--- src/hdl/utt_pkg.sv ---
// Shared types and constants for the UTF-16 to UTF-8 transcoder.
package utt_pkg;

    localparam logic [15:0] SURR_HIGH_FIRST = 16'hD800;
    localparam logic [15:0] SURR_HIGH_LAST  = 16'hDBFF;
    localparam logic [15:0] SURR_LOW_FIRST  = 16'hDC00;
    localparam logic [15:0] SURR_LOW_LAST   = 16'hDFFF;
    localparam logic [15:0] LIMIT_ONE_BYTE  = 16'h0080;
    localparam logic [15:0] LIMIT_TWO_BYTE  = 16'h0800;
    localparam logic [10:0] SUPP_OFFSET_HI  = 11'h040;   // 0x10000 >> 10

    localparam logic [7:0] LEAD_TWO   = 8'hC0;
    localparam logic [7:0] LEAD_THREE = 8'hE0;
    localparam logic [7:0] LEAD_FOUR  = 8'hF0;
    localparam logic [7:0] CONT_MARK  = 8'h80;

    localparam int QDEPTH = 4;
    localparam int QAW    = $clog2(QDEPTH);

    typedef enum logic [2:0] {
        KIND_NONE,
        KIND_ONE,
        KIND_TWO,
        KIND_THREE,
        KIND_FOUR
    } kind_t;

    // One classified unit: optional flushed surrogate, main encoding, terminator.
    typedef struct packed {
        logic        flush;
        logic [9:0]  hi_bits;
        kind_t       kind;
        logic [15:0] unit;
        logic        term;
    } job_t;

endpackage

--- src/hdl/utt_front.sv ---
// Front end: accepts code units, tracks surrogate state and classifies each unit.
module utt_front (
    input  logic          clk,
    input  logic          rst_n,
    input  logic          push,
    output logic          full,
    input  logic [15:0]   code_unit,
    input  logic          last_unit,
    input  logic          q_full,
    output logic          q_push,
    output utt_pkg::job_t q_job
);
    import utt_pkg::*;

    logic       pending_reg, pending_next;
    logic [9:0] hi_reg, hi_next;
    logic       after_term_reg, after_term_next;
    logic       accept;
    logic       is_low_surr;
    logic       is_high_surr;
    job_t       job;

    assign full   = q_full;
    assign accept = push && !q_full;

    assign is_low_surr  = (code_unit >= SURR_LOW_FIRST) && (code_unit <= SURR_LOW_LAST);
    assign is_high_surr = (code_unit >= SURR_HIGH_FIRST) && (code_unit <= SURR_HIGH_LAST);

    always_comb
    begin
        pending_next    = pending_reg;
        hi_next         = hi_reg;
        after_term_next = after_term_reg;
        job.flush       = 1'b0;
        job.hi_bits     = hi_reg;
        job.kind        = KIND_NONE;
        job.unit        = code_unit;
        job.term        = 1'b0;

        if (accept)
        begin
            priority if (after_term_reg)
            begin
                // drop units until the end of the string
                if (last_unit)
                begin
                    after_term_next = 1'b0;
                end
            end
            else if (code_unit == 16'd0)
            begin
                job.flush       = pending_reg;
                job.term        = 1'b1;
                pending_next    = 1'b0;
                hi_next         = '0;
                after_term_next = !last_unit;
            end
            else if (pending_reg && is_low_surr)
            begin
                job.kind     = KIND_FOUR;
                job.term     = last_unit;
                pending_next = 1'b0;
                hi_next      = '0;
            end
            else
            begin
                job.flush    = pending_reg;
                job.term     = last_unit;
                pending_next = 1'b0;
                hi_next      = '0;
                priority if (code_unit < LIMIT_ONE_BYTE)
                begin
                    job.kind = KIND_ONE;
                end
                else if (code_unit < LIMIT_TWO_BYTE)
                begin
                    job.kind = KIND_TWO;
                end
                else if (is_high_surr && !last_unit)
                begin
                    // hold until the next unit shows whether it pairs
                    pending_next = 1'b1;
                    hi_next      = code_unit[9:0];
                end
                else
                begin
                    job.kind = KIND_THREE;
                end
            end
        end
    end

    assign q_push = accept && (job.flush || job.term || (job.kind != KIND_NONE));
    assign q_job  = job;

    always_ff @(posedge clk or negedge rst_n)
    begin
        if (!rst_n)
        begin
            pending_reg    <= 1'b0;
            hi_reg         <= '0;
            after_term_reg <= 1'b0;
        end
        else
        begin
            pending_reg    <= pending_next;
            hi_reg         <= hi_next;
            after_term_reg <= after_term_next;
        end
    end

endmodule

--- src/hdl/utt_queue.sv ---
// Short job queue between the front end and the byte emitter.
module utt_queue (
    input  logic          clk,
    input  logic          rst_n,
    input  logic          wr_en,
    input  utt_pkg::job_t wr_job,
    output logic          q_full,
    input  logic          rd_en,
    output utt_pkg::job_t rd_job,
    output logic          q_empty
);
    import utt_pkg::*;

    job_t             mem [QDEPTH];
    logic [QAW-1:0]   wr_ptr_reg;
    logic [QAW-1:0]   rd_ptr_reg;
    logic [QAW:0]     count_reg;
    logic             do_wr;
    logic             do_rd;

    assign q_full  = (count_reg == (QAW+1)'(QDEPTH));
    assign q_empty = (count_reg == '0);
    assign do_wr   = wr_en && !q_full;
    assign do_rd   = rd_en && !q_empty;
    assign rd_job  = mem[rd_ptr_reg];

    always_ff @(posedge clk)
    begin
        if (do_wr)
        begin
            mem[wr_ptr_reg] <= wr_job;
        end
    end

    always_ff @(posedge clk or negedge rst_n)
    begin
        if (!rst_n)
        begin
            wr_ptr_reg <= '0;
            rd_ptr_reg <= '0;
            count_reg  <= '0;
        end
        else
        begin
            if (do_wr)
            begin
                wr_ptr_reg <= wr_ptr_reg + 1'b1;
            end
            if (do_rd)
            begin
                rd_ptr_reg <= rd_ptr_reg + 1'b1;
            end
            unique case ({do_wr, do_rd})
                2'b10:   count_reg <= count_reg + 1'b1;
                2'b01:   count_reg <= count_reg - 1'b1;
                default: count_reg <= count_reg;
            endcase
        end
    end

endmodule

--- src/hdl/utt_back.sv ---
// Back end: walks the job at the queue head and emits one UTF-8 byte per cycle while the output is not stalled.
module utt_back (
    input  logic          clk,
    input  logic          rst_n,
    input  logic          q_empty,
    input  utt_pkg::job_t q_job,
    output logic          q_pop,
    output logic          empty,
    input  logic          pop,
    output logic [7:0]    utf8_byte,
    output logic          last_byte
);
    import utt_pkg::*;

    logic [2:0]  idx_reg, idx_next;
    logic        out_valid_reg, out_valid_next;
    logic [7:0]  out_byte_reg;
    logic        out_last_reg;
    logic [15:0] flush_unit;
    logic [7:0]  flush_b [3];
    logic [7:0]  main_b [4];
    logic [2:0]  flush_cnt;
    logic [2:0]  main_cnt;
    logic [2:0]  total;
    logic [2:0]  rel;
    logic [20:0] supp;
    logic [7:0]  cur_byte;
    logic        cur_last;
    logic        advance;

    assign flush_unit = SURR_HIGH_FIRST | {6'd0, q_job.hi_bits};
    assign flush_b[0] = LEAD_THREE | {4'd0, flush_unit[15:12]};
    assign flush_b[1] = CONT_MARK | {2'd0, flush_unit[11:6]};
    assign flush_b[2] = CONT_MARK | {2'd0, flush_unit[5:0]};

    // supplementary code point: 0x10000 + (high << 10) + low offset
    assign supp = {SUPP_OFFSET_HI + {1'b0, q_job.hi_bits}, q_job.unit[9:0]};

    always_comb
    begin
        main_b[0] = 8'd0;
        main_b[1] = 8'd0;
        main_b[2] = 8'd0;
        main_b[3] = 8'd0;
        main_cnt  = 3'd0;
        unique case (q_job.kind)
            KIND_ONE:
            begin
                main_b[0] = q_job.unit[7:0];
                main_cnt  = 3'd1;
            end
            KIND_TWO:
            begin
                main_b[0] = LEAD_TWO | {3'd0, q_job.unit[10:6]};
                main_b[1] = CONT_MARK | {2'd0, q_job.unit[5:0]};
                main_cnt  = 3'd2;
            end
            KIND_THREE:
            begin
                main_b[0] = LEAD_THREE | {4'd0, q_job.unit[15:12]};
                main_b[1] = CONT_MARK | {2'd0, q_job.unit[11:6]};
                main_b[2] = CONT_MARK | {2'd0, q_job.unit[5:0]};
                main_cnt  = 3'd3;
            end
            KIND_FOUR:
            begin
                main_b[0] = LEAD_FOUR | {5'd0, supp[20:18]};
                main_b[1] = CONT_MARK | {2'd0, supp[17:12]};
                main_b[2] = CONT_MARK | {2'd0, supp[11:6]};
                main_b[3] = CONT_MARK | {2'd0, supp[5:0]};
                main_cnt  = 3'd4;
            end
            default:
            begin
                main_cnt = 3'd0;
            end
        endcase
    end

    assign flush_cnt = q_job.flush ? 3'd3 : 3'd0;
    assign total     = flush_cnt + main_cnt + {2'd0, q_job.term};
    assign rel       = idx_reg - flush_cnt;

    always_comb
    begin
        cur_last = 1'b0;
        priority if (idx_reg < flush_cnt)
        begin
            cur_byte = flush_b[idx_reg[1:0]];
        end
        else if (rel < main_cnt)
        begin
            cur_byte = main_b[rel[1:0]];
        end
        else
        begin
            cur_byte = 8'd0;
            cur_last = 1'b1;
        end
    end

    // load the output register whenever it is free or being drained
    assign advance = !q_empty && (!out_valid_reg || pop);
    assign q_pop   = advance && (idx_reg == (total - 3'd1));

    always_comb
    begin
        idx_next       = idx_reg;
        out_valid_next = out_valid_reg && !pop;
        if (advance)
        begin
            out_valid_next = 1'b1;
            idx_next       = q_pop ? 3'd0 : (idx_reg + 3'd1);
        end
    end

    always_ff @(posedge clk or negedge rst_n)
    begin
        if (!rst_n)
        begin
            idx_reg       <= '0;
            out_valid_reg <= 1'b0;
        end
        else
        begin
            idx_reg       <= idx_next;
            out_valid_reg <= out_valid_next;
        end
    end

    always_ff @(posedge clk)
    begin
        if (advance)
        begin
            out_byte_reg <= cur_byte;
            out_last_reg <= cur_last;
        end
    end

    assign empty     = !out_valid_reg;
    assign utf8_byte = out_byte_reg;
    assign last_byte = out_last_reg;

endmodule

--- src/hdl/utf16_to_utf8_transcoder_unit.sv ---
// UTF-16 to UTF-8 transcoder: top level.
//
// Input channel: drive code_unit/last_unit and raise push; a transaction
// happens on a rising edge with push high and full low. Output channel: while
// empty is low, utf8_byte/last_byte show the oldest byte; pop takes it.
// last_byte marks the NUL terminator that ends each string (a zero unit or a
// unit flagged last_unit). A high surrogate without last_unit is held until
// the next unit. The front end classifies one unit per cycle into a
// four-entry job queue; the back end emits one byte per cycle from the job
// at the queue head while pop keeps the output register draining, so a unit
// yields zero to seven output bytes (none for a held or dropped unit,
// typically one to three). Units are accepted every cycle while the queue
// has room. A unit's first byte passes the job queue and then the output
// register. Reset empties the queue and output register and clears the held
// surrogate and drop-after-terminator state. When the receiver stalls, the
// output byte holds, the emitter stops, the queue fills and full rises.
module utf16_to_utf8_transcoder_unit (
    input  logic        clk,
    input  logic        rst_n,
    input  logic        push,
    output logic        full,
    input  logic [15:0] code_unit,
    input  logic        last_unit,
    output logic        empty,
    input  logic        pop,
    output logic [7:0]  utf8_byte,
    output logic        last_byte
);
    import utt_pkg::*;

    logic q_push;
    logic q_full;
    logic q_pop;
    logic q_empty;
    job_t wr_job;
    job_t rd_job;

    utt_front u_front (
        .clk       (clk),
        .rst_n     (rst_n),
        .push      (push),
        .full      (full),
        .code_unit (code_unit),
        .last_unit (last_unit),
        .q_full    (q_full),
        .q_push    (q_push),
        .q_job     (wr_job)
    );

    utt_queue u_queue (
        .clk     (clk),
        .rst_n   (rst_n),
        .wr_en   (q_push),
        .wr_job  (wr_job),
        .q_full  (q_full),
        .rd_en   (q_pop),
        .rd_job  (rd_job),
        .q_empty (q_empty)
    );

    utt_back u_back (
        .clk       (clk),
        .rst_n     (rst_n),
        .q_empty   (q_empty),
        .q_job     (rd_job),
        .q_pop     (q_pop),
        .empty     (empty),
        .pop       (pop),
        .utf8_byte (utf8_byte),
        .last_byte (last_byte)
    );

endmodule

--- config.mk ---
export PLATFORM = sky130hd
export DESIGN_NAME = utf16_to_utf8_transcoder_unit
export DESIGN_NICKNAME = d
export VERILOG_FILES = /design/src/hdl/utt_pkg.sv /design/src/hdl/utt_front.sv /design/src/hdl/utt_queue.sv /design/src/hdl/utt_back.sv /design/src/hdl/utf16_to_utf8_transcoder_unit.sv
export SDC_FILE = /design/constraint.sdc
export NUM_CORES = 1
export LEC_CHECK = 0
export ABC_AREA = 1
export BUFFER_PORTS_ARGS = -buffer_cell sky130_fd_sc_hd__buf_2
export CAP_MARGIN = 20
export CORE_MARGIN = 10
export CORE_UTILIZATION = 44
export CTS_CLUSTER_SIZE = 16
export DETAILED_ROUTE_END_ITERATION = 8
export SYNTH_ARGS = -nofsm -noshare
export SYNTH_HDL_FRONTEND = slang
export SYNTH_HIERARCHICAL = 1
export SYNTH_SLANG_ARGS = --single-unit
--- constraint.sdc ---
create_clock -name clk -period 9.4 [get_ports clk]
set_clock_uncertainty 0.1 [all_clocks]
set_input_delay 1.88 -clock clk [delete_from_list [all_inputs] [get_ports clk]]
set_output_delay 1.88 -clock clk [all_outputs]
set_load 0.01 [all_outputs]
# == Yosys cells after proc, flatten, opt, wreduce, memory -nomap -nowiden ==
# Memory sizes are Yosys's and may differ from the RTL's.
# Cells that the tools add are included.
# word_totals
regBits,32
latchBits,0
mem_bits_rw,124
romBits,0
inputBits,21
output_inout_bits,11
word_cells,113
memories,1
# memory_table
name,words,word_bits,rd,rd_ports_with_merged_regs,write_ports,line,source
u_queue.mem,4,31,1,0,1,utt_queue.sv:14,job_t mem [QDEPTH];
# op_classes
addsub,10
n_mul,0
n_div,0
magnitude_cmp,10
n_eq_ne,8
n_shift,0
n_mux,47
n_bitwise,3
reduce_logical,24
# op_table
cell,count
$mux 8,7
$mux 10,5
$bmux 8 s2,2
$ge 16x16->1 const B,2
$le 16x16->1 const B,2
$pmux 8 s4,1
$pmux 8 s3,1
$mux 3,7
$mux 1,19
$logic_not 16->1,1
$lt 16x12->1 const B,1
$lt 16x8->1 const B,1
$pmux 8 s2,1
$pmux 3 s4,1
$add 7x10->11 const A,1
$logic_and 1x1->1,11
$add 3x1->3 const B,2
$eq 3x2->1 const B,2
$eq 3x3->1 const B,2
$ge 3x3->1 const B,2
$lt 3x3->1,2
$not 2->3,2
$pmux 3 s2,1
$sub 3x1->3 const B,2
other kinds (16),24

# == Logic depth before layout (Yosys ltp) ==
# depth
ltp_word,16
depth_mapped,30
mapped_depth_nobuf,29

# == Hierarchy ==
# Netlist, hierarchy kept.
# modules_own_cells
module,instances,cells_each,area_each_um2,seq_area_each_um2
utt_queue,1,423,5526.6,3898.7
utt_back,1,251,1596.5,370.4
utt_front,1,122,900.9,300.3

# == Worst setup path after synthesis ==
# Ideal clock, no wire load.
# synth_timing
path_kind,input to register
startpoint,input push
endpoint,memory u_queue/mem[0][0] (netlist name) (enable)
setup_time_ps,419
arrival_time_ps,4087
required_ps,8881
slack_ps,4794
path_stages,10
path_buffers,0
path_cell_list,inv_1 > nor2_4 > nand2_4 > clkinv_1 > nand3_4 > nor2_8 > nand2_1 > nand3_1 > nand2_1 > nor2_1
# synth_between
elab_chain_cells,8
elab_cells_between_ends,11
classes_between,mux: 5; reduce/logical: 6
# synth_rtl
element,line,source
from (decl),utf16_to_utf8_transcoder_unit.sv:20,"input logic push,"
$logic_and 1x1->1 *,utt_front.sv:24,assign accept = push && !q_full;
$mux 3 or $mux 1 (tied branches),utt_front.sv:40,if (accept)
$reduce_bool 3->1 or $logic_or 1x1->1 (tied branches),utt_front.sv:93,assign q_push = accept && (job.flush || job.term || (job.kind != KIND_NONE));
$logic_or 1x1->1,utt_front.sv:93,
$logic_and 1x1->1 *,utt_front.sv:93,
named net q_push,utf16_to_utf8_transcoder_unit.sv:31,logic q_push;
$logic_and 1x1->1 *,utt_queue.sv:23,assign do_wr = wr_en && !q_full;
$mux 1 *,utt_queue.sv:29,if (do_wr)
$mux 1 (not written as such) *,utt_queue.sv:31,mem[wr_ptr_reg] <= wr_job;
to (decl),utt_queue.sv:14,
# The timed path passes the listed nets; every way through them passes the cells marked *.

==> flow_summary.json <==
{
  "ys_warn_count": 6,
  "clk_latency_ps": 420,
  "layout-drive-gt1-share_pct": 17.58,
  "grt_pass1_vias": 5257,
  "largest_register_ffs": 124,
  "p_per_area_mw_per_mm2": 397.1,
  "cts_root_buffer": "clkbuf_16",
  "grt_util_met1_pct": 18.75,
  "cp.required_ps": 9610,
  "path_clk_slew_ps": 60,
  "gr-total-overflow": 0,
  "cts_made_buffers": 17,
  "cts.sinks": 156,
  "start_util_pct": 44.67,
  "switching_share_pct": 42.79,
  "track_usage_pct": 15.23,
  "ios": 32,
  "slew_viol_final": 0,
  "dpl.hpwl_um": 12150,
  "io_buffers": 31,
  "worst_slew_pin_slew_ps": 920.9,
  "setup_tns_ps": 0,
  "finalWirelength_um": 17890,
  "finalHoldViolations": 0,
  "cellLeakagePower_nw": 3.912,
  "num_vias": 5339,
  "grt_max_degree": 85,
  "critPathMaxStageDelay_ps": 760,
  "diodes": 0,
  "syn_area_mm2": 0.008024,
  "rsz0062_at_grt": "false",
  "peakVddDrop_v": 0.0001580,
  "crit_fanout": 84,
  "cp_common_cell": "nand2_1",
  "cp-end-kind": "flip-flop",
  "setup_violations": 0,
  "critPathSlowestCell": "buf_4",
  "grt_busiest_layer": "met2",
  "area_growth_pct": 10.62,
  "hp-class": "flip-flop to flip-flop",
  "ys_types": 39,
  "final_util_pct": 49.41,
  "syn_avg_cell_area_um2": 10.08,
  "ctsLongestPathBuffers": 2,
  "viasPerCell": 5.094,
  "ys_seq_area_share_pct": 56.95,
  "dieArea_mm2": 0.02404,
  "p_switching_mw": 1.508,
  "wl_per_cell_um": 17.07,
  "grtUsageMet3_pct": 4.549,
  "dp_cells": 1017,
  "place_congestion": 0.9637,
  "die_w_um": 155.0,
  "die_h_um": 155.0,
  "status": "completed",
  "clockPowerShare_pct": 21.9,
  "holdBufCountCts": 0,
  "synth_flop_cell": "edfxtp_1",
  "most-common-layout-cells": "229 x nand2_1, 133 x edfxtp_1, 119 x inv_1, 48 x nand3_1, 34 x o211ai_1",
  "grt_pass1_wl_um": 28430,
  "p_seq_share_pct": 30.8,
  "post_cts_resized": 0,
  "ant_nets": 0,
  "synthArstFlopShare_pct": 14.74,
  "p_comb_share_pct": 47.3,
  "maxSlewHeadroom_pct": 38.61,
  "cp-start-kind": "flip-flop",
  "fin_crit_sh_pct": 54.14,
  "htreeDepth": 4,
  "synth_edf_count": 133,
  "synth_seq_cells": 156,
  "dr.first_iter.drc_count": 418,
  "fin_nets": 847,
  "syn_nets": 836,
  "cts_tree": "built",
  "post_cts.repair.setup_buffers": 0,
  "antenna_found_initial": 0,
  "grt.met2_usage_pct": 25.14,
  "final_common_cell": "nand2_1",
  "min_period_ps": 5090,
  "core_mm2": 0.01796,
  "max-cap-violations": 0,
  "arrival_ps": 5300,
  "drcViolationCount": 0,
  "fmax_ghz": 0.1965,
  "rows": 49,
  "critical_path_class": "flip-flop to flip-flop",
  "stdcell_count": 1048,
  "dr.pass1.iters": 5,
  "syn_inst": 796,
  "internal_power_mw": 2.016
}
path summary, 6_finish.rpt:
check	startpoint	endpoint	slack (ps)	depth (start not counted)
worst max-delay path	u_queue/rd_ptr_reg[0]	u_queue/count_reg[2]	4310	28
worst min-delay path	u_queue/count_reg[1]	u_queue/count_reg[1]	410	2
worst max register to register	u_queue/rd_ptr_reg[0]	u_queue/count_reg[2]	4310	28
worst min register to register	u_queue/count_reg[1]	u_queue/count_reg[1]	410	2
max in group asynchronous	rst_n	u_front/hi_reg[8]	7390	1
min in group asynchronous	rst_n	u_queue/count_reg[2]	1390	1
cells in the mapped netlist (all sizes together), types with 2 or more instances:
cell    instances  area share, %
nor3            4           0.31
dfrtp          23            7.2
clkinv          2           0.11
nand3          51            3.5
edfxtp        133             50
fa              3           0.75
nor2           40            2.8
o211ai         65            8.0
o21ai          14           0.92
ha             16            2.5
clkbuf          5           0.23
nand2         241             12
inv           131            6.2
buf            40            3.7
xnor2           4           0.44
a21oi           5           0.31
nand4          12           0.94
xor2            2           0.22
critical path: cells and delay by family, from the launching register on:
kind	cells	cell delay, ps
and+or+nand+nor	12	1100
AOI/OAI and AO/OA	1	120
DFF	1	420
buffers and inverters	9	1650
xor gates and xnor gates	1	220
adders and majority gates	5	1320
layout make-up:
| cell class | count | area [um^2] |
|---|---|---|
| clock buffers | 18 | 429.2 |
| clock inverters | 13 | 239.0 |
| repair buffers | 37 | 200.2 |
| well taps | 229 | 286.5 |
| fillers | 1636 | 9087 |
| inverters | 133 | 505.5 |
| flip-flops and latches | 156 | 4569 |
| multi-input cells | 462 | 2646 |
cells by family after synthesis:
logic type,Yosys count,share of synthesized area (%)
compound gates,89,9.777
xor+xnor,6,0.6549
fa+ha+maj,19,3.243
buf+inv,178,10.20
flops,156,56.95
simple gates,348,19.18
power groups by stage:
stage                     clock [mW]  sequential (mW)  combinational, mW
final                          0.772             1.08               1.67
after global routing           0.815             1.10               1.87
after CTS                      0.784             1.09               1.68
after detailed placement           0             1.10               1.67
after global placement             0             1.09               1.64
after floorplan                    0             1.09               1.26
stage by stage:
stage	worst slack [ps]	total power [mW]	hold slack (ps)	cell area, um^2
floorplan	4794	2.355	362.8	8024
global placement	4546	2.733	380.0	8208
detailed placement	4289	2.765	394.8	8208
CTS	4261	3.547	406.9	8876
global route	3792	3.788	430.3	8876
finish	4310	3.525	413.8	8876
per-layer routing:
metal | share of wire, % | vias up
li1 | - | 2641
met1 | 44 | 2562
met2 | 50 | 125
met3 | 5.4 | 11
met4 | 0.83 | 0
met5 | 0 | -
Note: power is estimated with default switching activity, not from simulation.
